$ cat config.mk
export PLATFORM = sky130hd
export DESIGN_NAME = stai_front
export DESIGN_NICKNAME = d
export VERILOG_FILES = /design/src/rtl/session_table_with_aging_assert.svh /design/src/rtl/stai_pkg.sv /design/src/rtl/stai_front.sv
export SDC_FILE = /design/constraint.sdc
export NUM_CORES = 1
export LEC_CHECK = 0
export ABC_AREA = 1
export BUFFER_PORTS_ARGS = -buffer_cell sky130_fd_sc_hd__clkbuf_2
export CAP_MARGIN = 10
export CORE_MARGIN = 1.5
export CORE_UTILIZATION = 52
export DETAILED_ROUTE_END_ITERATION = 6
export PLACE_DENSITY = 0.79
export SYNTH_ARGS = -nofsm -noshare
export SYNTH_HDL_FRONTEND = slang
export SYNTH_SLANG_ARGS = --single-unit
export TNS_END_PERCENT = 100
$ cat constraint.sdc
create_clock -name clk_i -period 15.8 [get_ports clk_i]
set_clock_uncertainty 0.05 [all_clocks]
set_input_delay 3.16 -clock clk_i [delete_from_list [all_inputs] [get_ports clk_i]]
set_output_delay 3.16 -clock clk_i [all_outputs]
set_load 0.01 [all_outputs]
$ cat src/rtl/session_table_with_aging_assert.svh
// Assertion macros for the session table.
`ifndef SESSION_TABLE_WITH_AGING_ASSERT_SVH
`define SESSION_TABLE_WITH_AGING_ASSERT_SVH
`ifndef ASSERT_OFF
`define STAI_ASSERT(lbl, clk, rst_n, prop, msg) \
  lbl: assert property (@(posedge clk) disable iff (!rst_n) prop) else $error(msg);
`define STAI_ASSERT_ALWAYS(lbl, clk, prop, msg) \
  lbl: assert property (@(posedge clk) prop) else $error(msg);
`else
`define STAI_ASSERT(lbl, clk, rst_n, prop, msg)
`define STAI_ASSERT_ALWAYS(lbl, clk, prop, msg)
`endif
`endif

$ cat src/rtl/stai_pkg.sv
package stai_pkg;

  localparam int TableEntriesDef = 128;
  localparam int KeyBytes = 16;
  localparam logic [15:0] TimeoutRst = 16'd30;

  function automatic logic [63:0] key_mask(input int nbytes);
    logic [63:0] m;
    if (nbytes <= 0) begin
      m = '0;
    end else if (nbytes >= 8) begin
      m = '1;
    end else begin
      m = ~({64{1'b1}} >> (8 * nbytes));
    end
    return m;
  endfunction

  localparam logic [63:0] KeyMaskHi = key_mask(KeyBytes);
  localparam logic [63:0] KeyMaskLo = key_mask(KeyBytes - 8);

  typedef enum logic [1:0] {
    OP_HEARTBEAT = 2'd0,
    OP_LOOKUP    = 2'd1,
    OP_QUERY     = 2'd2,
    OP_SWEEP     = 2'd3
  } op_e;

  typedef enum logic [1:0] {
    ST_OK      = 2'd0,
    ST_FULL    = 2'd1,
    ST_MISSING = 2'd2
  } status_e;

  typedef enum logic [1:0] {
    ENG_IDLE,
    ENG_SCAN,
    ENG_RESP
  } eng_state_e;

  typedef struct packed {
    op_e         op;
    logic [63:0] key_u;
    logic [63:0] key_l;
    logic [31:0] ip;
    logic [15:0] port;
    logic [31:0] seq;
    logic [31:0] now;
  } item_t;

  typedef struct packed {
    status_e     status;
    logic        active;
    logic        roamed;
    logic [31:0] ip;
    logic [15:0] port;
    logic [7:0]  expired;
  } result_t;

  typedef struct packed {
    logic [63:0] key_u;
    logic [63:0] key_l;
    logic [31:0] ip;
    logic [15:0] port;
    logic [31:0] stamp;
    logic [31:0] seq;
    logic        valid;
  } entry_t;

endpackage

$ cat src/rtl/stai_front.sv
module stai_front
  import stai_pkg::*;
(
  input  logic        clk_i,
  input  logic        rst_ni,
  input  logic        push,
  output logic        full,
  input  logic [1:0]  operation_i,
  input  logic [63:0] key_upper_i,
  input  logic [63:0] key_lower_i,
  input  logic [31:0] addr_ip_i,
  input  logic [15:0] addr_port_i,
  input  logic [31:0] seq_num_i,
  input  logic [31:0] now_time_i,
  output logic        item_valid_o,
  output item_t       item_o,
  input  logic        item_pop_i
);

  item_t      slot_q [2];
  logic       wr_ptr_q, wr_ptr_d;
  logic       rd_ptr_q, rd_ptr_d;
  logic [1:0] count_q, count_d;
  logic       do_push, do_pop;
  item_t      in_item;

  // key bytes past the identifier length are dropped here
  always_comb begin
    in_item.op    = op_e'(operation_i);
    in_item.key_u = key_upper_i & KeyMaskHi;
    in_item.key_l = key_lower_i & KeyMaskLo;
    in_item.ip    = addr_ip_i;
    in_item.port  = addr_port_i;
    in_item.seq   = seq_num_i;
    in_item.now   = now_time_i;
  end

  assign full         = (count_q == 2'd2);
  assign do_push      = push && !full;
  assign item_valid_o = (count_q != 2'd0);
  assign do_pop       = item_pop_i && item_valid_o;
  assign item_o       = slot_q[rd_ptr_q];

  always_comb begin
    wr_ptr_d = do_push ? ~wr_ptr_q : wr_ptr_q;
    rd_ptr_d = do_pop ? ~rd_ptr_q : rd_ptr_q;
    count_d  = count_q + {1'b0, do_push} - {1'b0, do_pop};
  end

  always_ff @(posedge clk_i) begin
    if (do_push) begin
      slot_q[wr_ptr_q] <= in_item;
    end
  end

  always_ff @(posedge clk_i or negedge rst_ni) begin
    if (!rst_ni) begin
      wr_ptr_q <= 1'b0;
      rd_ptr_q <= 1'b0;
      count_q  <= 2'd0;
    end else begin
      wr_ptr_q <= wr_ptr_d;
      rd_ptr_q <= rd_ptr_d;
      count_q  <= count_d;
    end
  end

endmodule

==> out/qor.csv <==
stage;metric;value;unit
status;outcome;complete, no violations;
timing;rsz0062_at_grt;false;
grt;grt_overflow;0;
timing;fmax;0.1535;GHz
logic_synthesis;async_flop_share;0.8197;%
floorplanning;core_area;33700;µm²
timing;finalHoldViolations;0;
setup_path;cp-end-kind;primary output;
logic_synthesis;seq_area_frac_synth;81.86;%
clock_tree;clk_latency;0.55;ns
timing;slew_viol_final;0;
clock_tree;holdBufCountCts;0;
logic_synthesis;synth_compound_area_share;0;%
place;portBuffers;489;
clock_tree;cts.htree.levels;2;
setup_path;crit_buf_inv;3;
clock_tree;path_clk_slew;0.06;ns
timing;slew_headroom;26.22;%
setup_path;worst_path_max_delay_cell;buf_4;
timing;fin_setup_tns;0;ns
setup_path;crit_family;buffers and inverters;
place;placed_area;20590;µm²
layout;drive_gt1_share;30.80;%
setup_path;max_stage_delay;0.88;ns
power;combinationalPowerShare;31.4;%
setup_path;cp-start-kind;register;
clock_tree;cts_buffers;47;
place;routabilityCongestion;0.8516;
setup_path;reg2reg_from;count_q[0]$_DFF_PN0_;
floorplanning;initial_core_util;53.04;%
power;powerDensity;189.4;nW/µm²
logic_synthesis;synth-xor-area-share;0;%
setup_path;crit_top_cell;nand2_1;
place;place_inst;2189;
grt;grt_max_degree;149;
setup_path;timing.rr.end;slot_q[1][166]$_DFFE_PP_;
logic_synthesis;synth_nets;1544;
hold_path;holdPathEnd;wr_ptr_q$_DFFE_PN0N_;
power;pwr-share-seq;44.3;%
timing;holdWs;0.4429;ns
drt;viasPerCell;4.955;
layout;nNetsFinal;2038;
drt;vias;11244;
clock_tree;cts-root-buf;clkbuf_16;
logic_synthesis;synth_area_leaders;edfxtp_1 (81%), nand2_1 (16%), buf_6 (1.2%), buf_2 (0.70%), dfrtp_1 (0.56%);
floorplanning;rows;67;
clock_tree;ctsResizeCount;0;
timing;tightestPinTransition;1.107;ns
grt;grt_pass1_vias;11103;
setup_path;criticalPathCategory;reg -> out;
layout;fillerInstances;2365;
logic_synthesis;netlist_instances;1296;
hold_path;hp-class;reg -> reg;
timing;setup_viol;0;
hold_path;min_path_cells;2;
clock_tree;cts_tree;done;
power;p_total;4.161;mW
logic_synthesis;synth_ff_type;edfxtp_1;
power;p_int;2.738;mW
job;maxCapViolCount;0;
hold_path;hp-start;wr_ptr_q$_DFFE_PN0N_;
power;power_switching;1.422;mW
floorplanning;die_w;188.4;µm
place;dp_slack;9.353;ns
logic_synthesis;synth_edf_count;484;
layout;area_growth_syn_to_layout;22.90;%
setup_path;cp_max_fo;148;
grt;antenna_found_initial;3;
floorplanning;dieHeight;188.4;µm
drt;drc_errors;0;
logic_synthesis;synth_top_family_by_area;simple AND/OR/NAND/NOR gates;
logic_synthesis;synth_common_cells;nand2_1 (739), edfxtp_1 (484), buf_2 (25);
power;p_sw_share;34.19;%
clock_tree;cts_num_sinks;488;
clock_tree;postCtsSetupBuffers;0;
layout;fin_cells;2269;
timing;worst_slack;9.287;ns
logic_synthesis;yosysUniqueCellTypes;12;
drt;drtIter0Drc;821;
layout;final_core_util;65.19;%
power;peakVddDrop;130.3;µV
drt;drtPass1Iterations;5;
setup_path;rr_worst_depth;6;
setup_path;critPathArrivalTime;3.30;ns
power;p_leak;9.560;nW
logic_synthesis;ys_warn_count;0;
logic_synthesis;netlist_area;17880;µm²
setup_path;worstPathRequired;12.59;ns
layout;fin_area;21970;µm²
logic_synthesis;ys_ff_latch;488;
logic_synthesis;synth_top_area_share;81.30;%
place;hpwl;26170;µm
grt;grt_pass1_wl;59050;µm
drt;antenna_left;0;
grt;grt_usage;21.77;%
clock_tree;clk_path_buf_depth;3;
logic_synthesis;synth_mux_area_share;0;%
setup_path;path_cells;inv_8, buf_4, nand2_1, nand2_1, clkbuf_2;
timing;final.period_utilization;41.22;%
floorplanning;ios;490;
logic_synthesis;syn_area_per_cell;13.79;µm²
logic_synthesis;synth_fa_ha_area_share;0.1400;%
drt;wire_per_inst;17.50;µm
logic_synthesis;yosys.area_share.simple;15.62;%
logic_synthesis;netlist.top_cell.by_area;edfxtp_1;
drt;drt-total-wl;39720;µm
floorplanning;die_area;35500;µm²
logic_synthesis;synth_most_common_cell;nand2_1;
power;pwr-share-clk;24.3;%
setup_path;rrSetupSlack;12.07;ns
timing;finalCriticalPeriod;6.513;ns
## sequential cells by signal, summed over array words and instances (netlist names)
signal    count
slot_q      484
count_q       2
rd_ptr_q      1
wr_ptr_q      1
## area by class of cell
type,count,area (µm²),share of cell area [%]
antenna,3,7.507,0.03417
inverter,10,52.55,0.2392
tap,448,560.5,2.551
clock inverter,16,100.1,0.4556
timing repair buffer,498,2515,11.45
sequential,488,14640,66.63
multi-input combinational,745,2825,12.86
clock buffer,61,1271,5.786
## placed cells by master, fill, tap and decap left out, types with 7 or more instances in the layout
cell         n
nand2_1    739
clkbuf_1    12
clkbuf_2   489
inv_1        8
clkinv_1     7
clkbuf_16   49
edfxtp_1   484
buf_4        9
clkinv_2     7
## worst min-delay path: stages (launching register included)
cell     delay (ns)
dfrtp_1        0.35
nand2_1        0.06
nand2_1        0.05
## metal layers
| layer | vias up | GRT usage [%] | part of all wire [%] |
|---|---|---|---|
| li1 | 5378 | - | - |
| met1 | 5239 | 23.82 | 35 |
| met2 | 537 | 38.45 | 51 |
| met3 | 90 | 8.195 | 11 |
| met4 | 0 | 8.211 | 3.3 |
| met5 | - | 0 | 0 |
## power groups by stage
stage	registers, mW	clock network (mW)	logic (mW)
2_1_floorplan	1.94	0	0.799
3_3_place_gp	1.85	0	1.30
3_5_place_dp	1.87	0	1.31
4_1_cts	1.84	1.03	1.32
5_1_grt	1.87	1.08	1.44
6_report	1.84	1.01	1.31
## how the worst max path moves through the flow
stage | startpoint | to | slack (ns) | depth (start not counted)
global placement | push | slot_q[1][33]$_DFFE_PP_ | 9.39 | 5
detailed placement | push | slot_q[1][85]$_DFFE_PP_ | 9.35 | 5
finish | rd_ptr_q$_DFFE_PN0P_ | item_o[144] | 9.29 | 5
CTS | rd_ptr_q$_DFFE_PN0P_ | item_o[144] | 9.28 | 5
floorplan | push | slot_q[1][0]$_DFFE_PP_ | 1.63 | 2
global route | rd_ptr_q$_DFFE_PN0P_ | item_o[144] | 9.07 | 5
## logic make-up after synthesis
family        Yosys count
fa+ha+maj               2
flops                 488
simple gates          743
buf+inv                63
Power figures use the tool's default switching activity.
