File: src/rtl/session_table_with_aging_assert.svh
// Assertion macros for the session table.
`ifndef SESSION_TABLE_WITH_AGING_ASSERT_SVH
`define SESSION_TABLE_WITH_AGING_ASSERT_SVH
`ifndef ASSERT_OFF
`define STAI_ASSERT(lbl, clk, rst_n, prop, msg) \
  lbl: assert property (@(posedge clk) disable iff (!rst_n) prop) else $error(msg);
`define STAI_ASSERT_ALWAYS(lbl, clk, prop, msg) \
  lbl: assert property (@(posedge clk) prop) else $error(msg);
`else
`define STAI_ASSERT(lbl, clk, rst_n, prop, msg)
`define STAI_ASSERT_ALWAYS(lbl, clk, prop, msg)
`endif
`endif

File: src/rtl/stai_pkg.sv
package stai_pkg;

  localparam int TableEntriesDef = 128;
  localparam int KeyBytes = 16;
  localparam logic [15:0] TimeoutRst = 16'd30;

  function automatic logic [63:0] key_mask(input int nbytes);
    logic [63:0] m;
    if (nbytes <= 0) begin
      m = '0;
    end else if (nbytes >= 8) begin
      m = '1;
    end else begin
      m = ~({64{1'b1}} >> (8 * nbytes));
    end
    return m;
  endfunction

  localparam logic [63:0] KeyMaskHi = key_mask(KeyBytes);
  localparam logic [63:0] KeyMaskLo = key_mask(KeyBytes - 8);

  typedef enum logic [1:0] {
    OP_HEARTBEAT = 2'd0,
    OP_LOOKUP    = 2'd1,
    OP_QUERY     = 2'd2,
    OP_SWEEP     = 2'd3
  } op_e;

  typedef enum logic [1:0] {
    ST_OK      = 2'd0,
    ST_FULL    = 2'd1,
    ST_MISSING = 2'd2
  } status_e;

  typedef enum logic [1:0] {
    ENG_IDLE,
    ENG_SCAN,
    ENG_RESP
  } eng_state_e;

  typedef struct packed {
    op_e         op;
    logic [63:0] key_u;
    logic [63:0] key_l;
    logic [31:0] ip;
    logic [15:0] port;
    logic [31:0] seq;
    logic [31:0] now;
  } item_t;

  typedef struct packed {
    status_e     status;
    logic        active;
    logic        roamed;
    logic [31:0] ip;
    logic [15:0] port;
    logic [7:0]  expired;
  } result_t;

  typedef struct packed {
    logic [63:0] key_u;
    logic [63:0] key_l;
    logic [31:0] ip;
    logic [15:0] port;
    logic [31:0] stamp;
    logic [31:0] seq;
    logic        valid;
  } entry_t;

endpackage

File: src/rtl/stai_outq.sv
`include "session_table_with_aging_assert.svh"
module stai_outq
  import stai_pkg::*;
(
  input  logic    clk_i,
  input  logic    rst_ni,
  input  logic    res_push_i,
  input  result_t res_i,
  output logic    res_full_o,
  output logic    empty,
  input  logic    pop,
  output result_t res_o
);

  result_t    slot_q [2];
  logic       wr_ptr_q, wr_ptr_d;
  logic       rd_ptr_q, rd_ptr_d;
  logic [1:0] count_q, count_d;
  logic       do_push, do_pop;

  assign res_full_o = (count_q == 2'd2);
  assign empty      = (count_q == 2'd0);
  assign do_push    = res_push_i && !res_full_o;
  assign do_pop     = pop && !empty;
  assign res_o      = slot_q[rd_ptr_q];

  always_comb begin
    wr_ptr_d = do_push ? ~wr_ptr_q : wr_ptr_q;
    rd_ptr_d = do_pop ? ~rd_ptr_q : rd_ptr_q;
    count_d  = count_q + {1'b0, do_push} - {1'b0, do_pop};
  end

  always_ff @(posedge clk_i) begin
    if (do_push) begin
      slot_q[wr_ptr_q] <= res_i;
    end
  end

  always_ff @(posedge clk_i or negedge rst_ni) begin
    if (!rst_ni) begin
      wr_ptr_q <= 1'b0;
      rd_ptr_q <= 1'b0;
      count_q  <= 2'd0;
    end else begin
      wr_ptr_q <= wr_ptr_d;
      rd_ptr_q <= rd_ptr_d;
      count_q  <= count_d;
    end
  end

  `STAI_ASSERT_ALWAYS(a_count_bound, clk_i, count_q <= 2'd2, "result queue count overflow")
  `STAI_ASSERT(a_ptr_gap, clk_i, rst_ni, (count_q == 2'd1) |-> (wr_ptr_q != rd_ptr_q), "pointer mismatch")
  `STAI_ASSERT(a_full_hold, clk_i, rst_ni, res_full_o && !pop |=> res_full_o, "full queue lost entry")

endmodule

File: config.mk
export PLATFORM = sky130hd
export DESIGN_NAME = stai_outq
export DESIGN_NICKNAME = d
export VERILOG_FILES = /design/src/rtl/stai_pkg.sv /design/src/rtl/stai_outq.sv
export VERILOG_INCLUDE_DIRS = /design/src /design/src/rtl
export SDC_FILE = /design/constraint.sdc
export NUM_CORES = 1
export LEC_CHECK = 0
export CORE_AREA = 5 5 100 102
export CTS_BUF_LIST = sky130_fd_sc_hd__clkbuf_16
export DETAILED_ROUTE_END_ITERATION = 12
export DIE_AREA = 0 0 105 107
export DONT_BUFFER_PORTS = 1
export PLACE_DENSITY_LB_ADDON = 0.3
export SETUP_SLACK_MARGIN = 0.2
export SYNTH_ARGS = -nofsm -noshare
export SYNTH_HDL_FRONTEND = slang
export SYNTH_SLANG_ARGS = --single-unit
File: constraint.sdc
create_clock -name clk_i -period 10.8 [get_ports clk_i]
set_input_delay 2.16 -clock clk_i [delete_from_list [all_inputs] [get_ports clk_i]]
set_output_delay 2.16 -clock clk_i [all_outputs]
set_load 0.05 [all_outputs]
==> results.py, run 1 <==
metrics = {
    "global_route": {
        "grt_usage_pct": 13.57,
        "met3_usage_pct": 10.42,
        "grt_max_degree": 40,
        "antenna_found_initial": 0,
        "grt.overflow.total": 0,
        "grt.busiest_layer": "met2",
        "met2_usage_pct": 20.55,
        "grt_pass1_vias": 2001,
        "grt_pass1_wl_um": 11080,
        "grtUsageMet1_pct": 13.91,
    },
    "clocking": {
        "ctsHoldBuffers": 0,
        "numCtsBuffers": 17,
        "clkSinkCount": 124,
        "htree_num_levels": 4,
        "cts_setup_buffers": 0,
        "clock_latency_ns": 0.40,
        "cts_root_buf": "clkbuf_16",
        "cts_resized": 0,
        "cts_tree": "yes",
        "cts_buffer_depth": 2,
        "clkSlewWorstSetupHoldPaths_ns": 0.05,
    },
    "critical_path": {
        "rr_worst_depth": 7,
        "crit_buf_inv": 1,
        "cp.required_ns": 8.64,
        "path_depth": 2,
        "worstSetupStartpointType": "flop",
        "critPathArrivalTime_ns": 2.24,
        "cp_max_fo": 35,
        "slowest_stage": "dfrtp_4",
        "path_cells": "buf_4, mux2_4",
        "crit_family": "flip-flops",
        "cp-end-kind": "output port",
        "max_stage_delay_ns": 0.73,
        "path_class": "flop to output port",
    },
    "synth": {
        "synth_warnings": 0,
        "synth_nets": 271,
        "netlist_instances": 205,
        "synthMuxAreaShare_pct": 18.58,
        "synthAdderAreaFrac_pct": 0.5181,
        "synth_top_family_by_area": "multiplexers",
        "synth_compound_area_share_pct": 0,
        "ys_seq_area_share_pct": 76.68,
        "yosys.area_share.simple_pct": 0.6218,
        "syn_area_mm2": 0.004830,
        "synth_xor_area_share_pct": 0.7254,
        "synth_cell_types": 15,
        "synth_seq_cells": 124,
        "synth.avg_cell_area_um2": 23.56,
    },
    "placement": {
        "pre_cts_ws_ns": 6.784,
        "port_buffers": 0,
        "place_inst": 312,
        "place_congestion": 0.6778,
    },
    "floorplan": {
        "initial_core_util_pct": 53.54,
        "fp.dieW_um": 105,
        "ios": 126,
        "num_rows": 35,
        "core_mm2": 0.009021,
        "chipHeight_um": 107,
        "dieArea_mm2": 0.01124,
    },
    "timing": {
        "layout_setup_ws_ns": 6.396,
        "fin_tns_setup_ns": 0,
        "period_minus_slack_ns": 4.404,
        "setup_viol": 0,
        "hold_slack_ns": 0.5160,
        "rsz0062_at_grt": "no",
        "finalCritPeriodShare_pct": 40.77,
        "worstMarginPinSlew_ns": 0.9320,
        "fmaxAchievable_mhz": 227.1,
        "maxSlewViolCount": 0,
        "finalHoldViolations": 0,
        "relSlewSlack_pct": 37.64,
        "clock_skew_ns": 0.008705,
    },
    "route": {
        "drc": 0,
        "wl_per_cell_um": 21.55,
        "drt_iter0_markers": 83,
        "dr.pass1.iters": 4,
        "num_vias": 1841,
        "via_per_inst": 5.367,
        "drtAntennaViolNets": 0,
        "wl_um": 7393,
    },
    "run": {
        "maxCapViolCount": 0,
    },
    "cells_and_area": {
        "final_common_cell": "edfxtp_1",
        "n_antenna_cell": 0,
        "final_cells": 343,
        "area.growth.synth_to_final_pct": 12.72,
        "layout_common_cells": "120 x edfxtp_1, 59 x mux2_4, 17 x clkbuf_16, 4 x clkinv_4",
        "fin_nets": 286,
        "drive_gt1_share_pct": 41.38,
    },
    "hold_path": {
        "hold_class": "flop to flop",
        "hold-path-cell-count": 1,
    },
    "outcome": {
        "outcome": "finished clean",
    },
}
[metal layers]
metal	up-vias	part of all wire, %
li1	841	-
met1	904	36
met2	89	49
met3	7	14
met4	0	1.3
met5	-	0
[sequential cells by signal, summed over array words and instances (netlist names)]
signal / cells
count_q: 2
rd_ptr_q: 1
slot_q: 120
wr_ptr_q: 1
[metrics by stage]
stage	util, %	area (um2)
global route	60.35	5444
CTS	60.35	5444
detailed placement	54.01	4872
floorplan	-	4830
global placement	54.01	4872
finish	60.35	5444
[final cells by class]
cell class / instances / area, um2
flip-flops and latches: 124 / 3707
repair buffers: 3 / 22.52
well taps: 111 / 138.9
clock buffers: 17 / 425.4
clock inverters: 14 / 146.4
inverters: 2 / 7.507
multi-input cells: 72 / 996.0
fillers: 635 / 3577
[synthesized netlist by cell type (all sizes together)]
library cell,count,area (um2)
and3,1,6.260
buf,7,131.4
dfrtp,4,100.1
edfxtp,120,3603
ha,2,25.02
inv,2,7.510
mux2,60,897.1
nand2,1,3.750
nand2b,1,6.260
nor2,2,7.510
nor2b,1,6.260
xnor2,3,26.28
xor2,1,8.760
[cell families (layout without fill, tap and decap cells)]
group | Yosys count | after routing
flops | 124 | 124
mux | 60 | 60
buf+inv | 9 | 36
simple gates | 6 | 6
xor+xnor | 4 | 4
fa+ha+maj | 2 | 2
[path summary, 6_finish.rpt]
path | start | to | slack (ns)
max reg2reg | count_q[1]$_DFF_PN0_ | count_q[1]$_DFF_PN0_ | 8.53
max in group asynchronous | rst_ni | rd_ptr_q$_DFFE_PN0P_ | 9.27
min reg2reg | count_q[1]$_DFF_PN0_ | count_q[1]$_DFF_PN0_ | 0.52
min in group asynchronous | rst_ni | count_q[0]$_DFF_PN0_ | 1.45
max | rd_ptr_q$_DFFE_PN0P_ | res_o[29] | 6.40
min | count_q[1]$_DFF_PN0_ | count_q[1]$_DFF_PN0_ | 0.52
Power of run 1 is not shown: default switching activity piles up to over one toggle a cycle in this logic, so the estimate is an artifact.
==> run 2, diff against run 1 <==
--- a/config.mk
+++ b/config.mk
@@ -6,10 +6,11 @@
 export SDC_FILE = /design/constraint.sdc
 export NUM_CORES = 1
 export LEC_CHECK = 0
-export CORE_AREA = 5 5 100 102
+export ABC_AREA = 1
+export CORE_AREA = 5 5 98 100
 export CTS_BUF_LIST = sky130_fd_sc_hd__clkbuf_16
 export DETAILED_ROUTE_END_ITERATION = 12
-export DIE_AREA = 0 0 105 107
+export DIE_AREA = 0 0 103 105
 export DONT_BUFFER_PORTS = 1
 export PLACE_DENSITY_LB_ADDON = 0.3
 export SETUP_SLACK_MARGIN = 0.2
==> constraint.sdc (replaced) <==
create_clock -name clk_i -period 4 [get_ports clk_i]
set_input_delay 0.8 -clock clk_i [delete_from_list [all_inputs] [get_ports clk_i]]
set_output_delay 0.8 -clock clk_i [all_outputs]
set_load 0.05 [all_outputs]
==> run 2 against run 1 <==
Via count increased by 31%; die area decreased by 3.7%; critical path depth increased by 1; utilization increased by 1.7 points.
==> results.py, run 2 <==
metrics = {
    "clocking": {
        "cts_root_buf": "clkbuf_16",
        "numCtsBuffers": 17,
        "clkSinkCount": 124,
        "clkSlewWorstSetupHoldPaths_ns": 0.05,
        "cts_setup_buffers": 0,
        "cts_buffer_depth": 2,
        "ctsHoldBuffers": 0,
        "cts_resized": 0,
        "cts_tree": "yes",
        "clock_latency_ns": 0.39,
        "htree_num_levels": 4,
    },
    "cells_and_area": {
        "final_common_cell": "nand2_1",
        "multi_input_area_um2": 775.7,
        "top_regs": "slot_q (120), count_q (2)",
        "largest_reg_flops": 120,
        "n_antenna_cell": 0,
        "fin_nets": 423,
        "layout_common_cells": "193 x nand2_1, 120 x edfxtp_1, 17 x clkbuf_16, 11 x inv_1, 5 x bufinv_16",
        "drive_gt1_share_pct": 9.459,
        "top_register": "slot_q",
        "area.growth.synth_to_final_pct": 14.75,
        "nFillCells": 630,
        "regArea_mm2": 0.003705,
    },
    "global_route": {
        "grtUsageMet1_pct": 14.67,
        "grt.busiest_layer": "met2",
        "grt_max_degree": 62,
        "grt_pass1_wl_um": 12220,
        "grt.overflow.total": 0,
        "met3_usage_pct": 10.06,
        "antenna_found_initial": 0,
        "met2_usage_pct": 26.17,
        "grt_pass1_vias": 2485,
        "grt_usage_pct": 15.24,
    },
    "critical_path": {
        "path_cells": "buf_4, nand2_1, nand2_1",
        "critPathArrivalTime_ns": 2.09,
        "crit_family": "flip-flops",
        "crit_buf_inv": 1,
        "worstSetupStartpointType": "flop",
        "cp_max_fo": 33,
        "cp.required_ns": 3.20,
        "path_class": "flop to output port",
        "slowest_stage": "dfrtp_2",
        "crit_path_frequent_cell": "nand2_1",
        "cp-end-kind": "output port",
        "max_stage_delay_ns": 0.76,
    },
    "synth": {
        "synth_cell_types": 11,
        "synth.avg_cell_area_um2": 13.40,
        "synth.largest_area_cell": "edfxtp_1",
        "synth_edf_count": 120,
        "yosysMostFrequentCell": "nand2_1",
        "synth_warnings": 0,
        "netlist.area_leader.share_pct": 77.50,
        "synth_seq_cells": 124,
        "netlist_instances": 347,
        "ys.flop_type": "edfxtp_1",
        "netlist_top_cells_count": "193 x nand2_1, 120 x edfxtp_1, 10 x inv_1",
        "synth_nets": 413,
        "synth_area_leaders": "edfxtp_1 78%, nand2_1 16%, dfrtp_1 2.2%",
        "async_flop_share_pct": 3.226,
        "ys_seq_area_share_pct": 79.66,
        "syn_area_mm2": 0.004649,
    },
    "timing": {
        "maxSlewViolCount": 0,
        "setup_viol": 0,
        "period_minus_slack_ns": 2.888,
        "fin_tns_setup_ns": 0,
        "clock_skew_ns": 0.007305,
        "rsz0062_at_grt": "no",
        "relSlewSlack_pct": 35.49,
        "fmaxAchievable_mhz": 346.3,
        "worstMarginPinSlew_ns": 0.9662,
        "finalCritPeriodShare_pct": 72.20,
        "finalHoldViolations": 0,
    },
    "hold_path": {
        "hold_class": "input port to asynchronous set/reset pin",
    },
    "run": {
        "maxCapViolCount": 0,
    },
    "route": {
        "num_vias": 2411,
        "via_per_inst": 5.044,
        "drc": 0,
        "wl_per_cell_um": 16.87,
        "drtAntennaViolNets": 0,
        "dr.pass1.iters": 4,
        "wl_um": 8064,
        "drt_iter0_markers": 99,
    },
    "outcome": {
        "outcome": "finished clean",
    },
    "floorplan": {
        "num_rows": 34,
        "initial_core_util_pct": 54.11,
        "chipHeight_um": 105,
        "fp.dieW_um": 103,
        "ios": 126,
        "core_mm2": 0.008593,
        "dieArea_mm2": 0.01082,
    },
    "placement": {
        "place_congestion": 0.7492,
        "port_buffers": 0,
        "dp_hpwl_um": 5071,
    },
}
## run 2: cell types whose count changed after synthesis, sizes merged
| cell | change |
|---|---|
| nand2b | -1 |
| inv | +9 |
| nor2b | -1 |
| mux2 | -60 |
| xor2 | -1 |
| xnor2 | -3 |
| nor2 | -1 |
| nand3 | +3 |
| and3 | -1 |
| buf | +6 |
| nand2 | +192 |
## run 2: layout make-up
cell class	count	share of cell area, %
clock inverter	15	3.846
sequential	124	69.44
tap	108	2.533
multi-input combinational	199	14.54
timing repair buffer	4	0.7974
inverter	11	0.8677
clock buffer	17	7.974
## run 2: metal layers
| layer | routed length, um | up-vias |
|---|---|---|
| li1 | - | 1178 |
| met1 | 2893 | 1139 |
| met2 | 4165 | 92 |
| met3 | 976 | 2 |
| met4 | 28 | 0 |
| met5 | 0 | - |
## run 2: logic make-up (layout without fill, tap and decap cells)
logic type | after synthesis | after routing | share of synthesized area (%)
buf+inv | 24 | 47 | 3.821
simple gates | 197 | 197 | 15.98
fa+ha+maj | 2 | 2 | 0.5381
flops | 124 | 124 | 79.66
## run 2: metrics by stage
| step | hold WS (ns) | utilization, % | instances | cell area [um2] | worst slack, ns |
|---|---|---|---|---|---|
| floorplan | 0.4419 | - | 347 | 4652 | 1.130 |
| global placement | 0.4554 | 54.75 | 446 | 4705 | 1.500 |
| detailed placement | 0.4708 | 54.75 | 446 | 4705 | 1.501 |
| CTS | 0.08142 | 62.09 | 478 | 5335 | 1.047 |
| global route | 0.07381 | 62.09 | 478 | 5335 | 0.9639 |
| finish | 0.09622 | 62.09 | 478 | 5335 | 1.112 |
## run 2: worst paths after layout
check                                     start  slack [ns]  cells after the start                       to
max reg2reg                wr_ptr_q$_DFFE_PN0P_        2.02                      4  slot_q[0][13]$_DFFE_PP_
max in group asynchronous                rst_ni        3.83                      0     rd_ptr_q$_DFFE_PN0P_
min                                      rst_ni         0.1                      0     count_q[0]$_DFF_PN0_
min in group clk_i         wr_ptr_q$_DFFE_PN0P_        0.48                      2     wr_ptr_q$_DFFE_PN0P_
max                        rd_ptr_q$_DFFE_PN0P_        1.11                      3                res_o[38]
min reg2reg                wr_ptr_q$_DFFE_PN0P_        0.48                      2     wr_ptr_q$_DFFE_PN0P_
Power of run 2 is left out for the same reason.
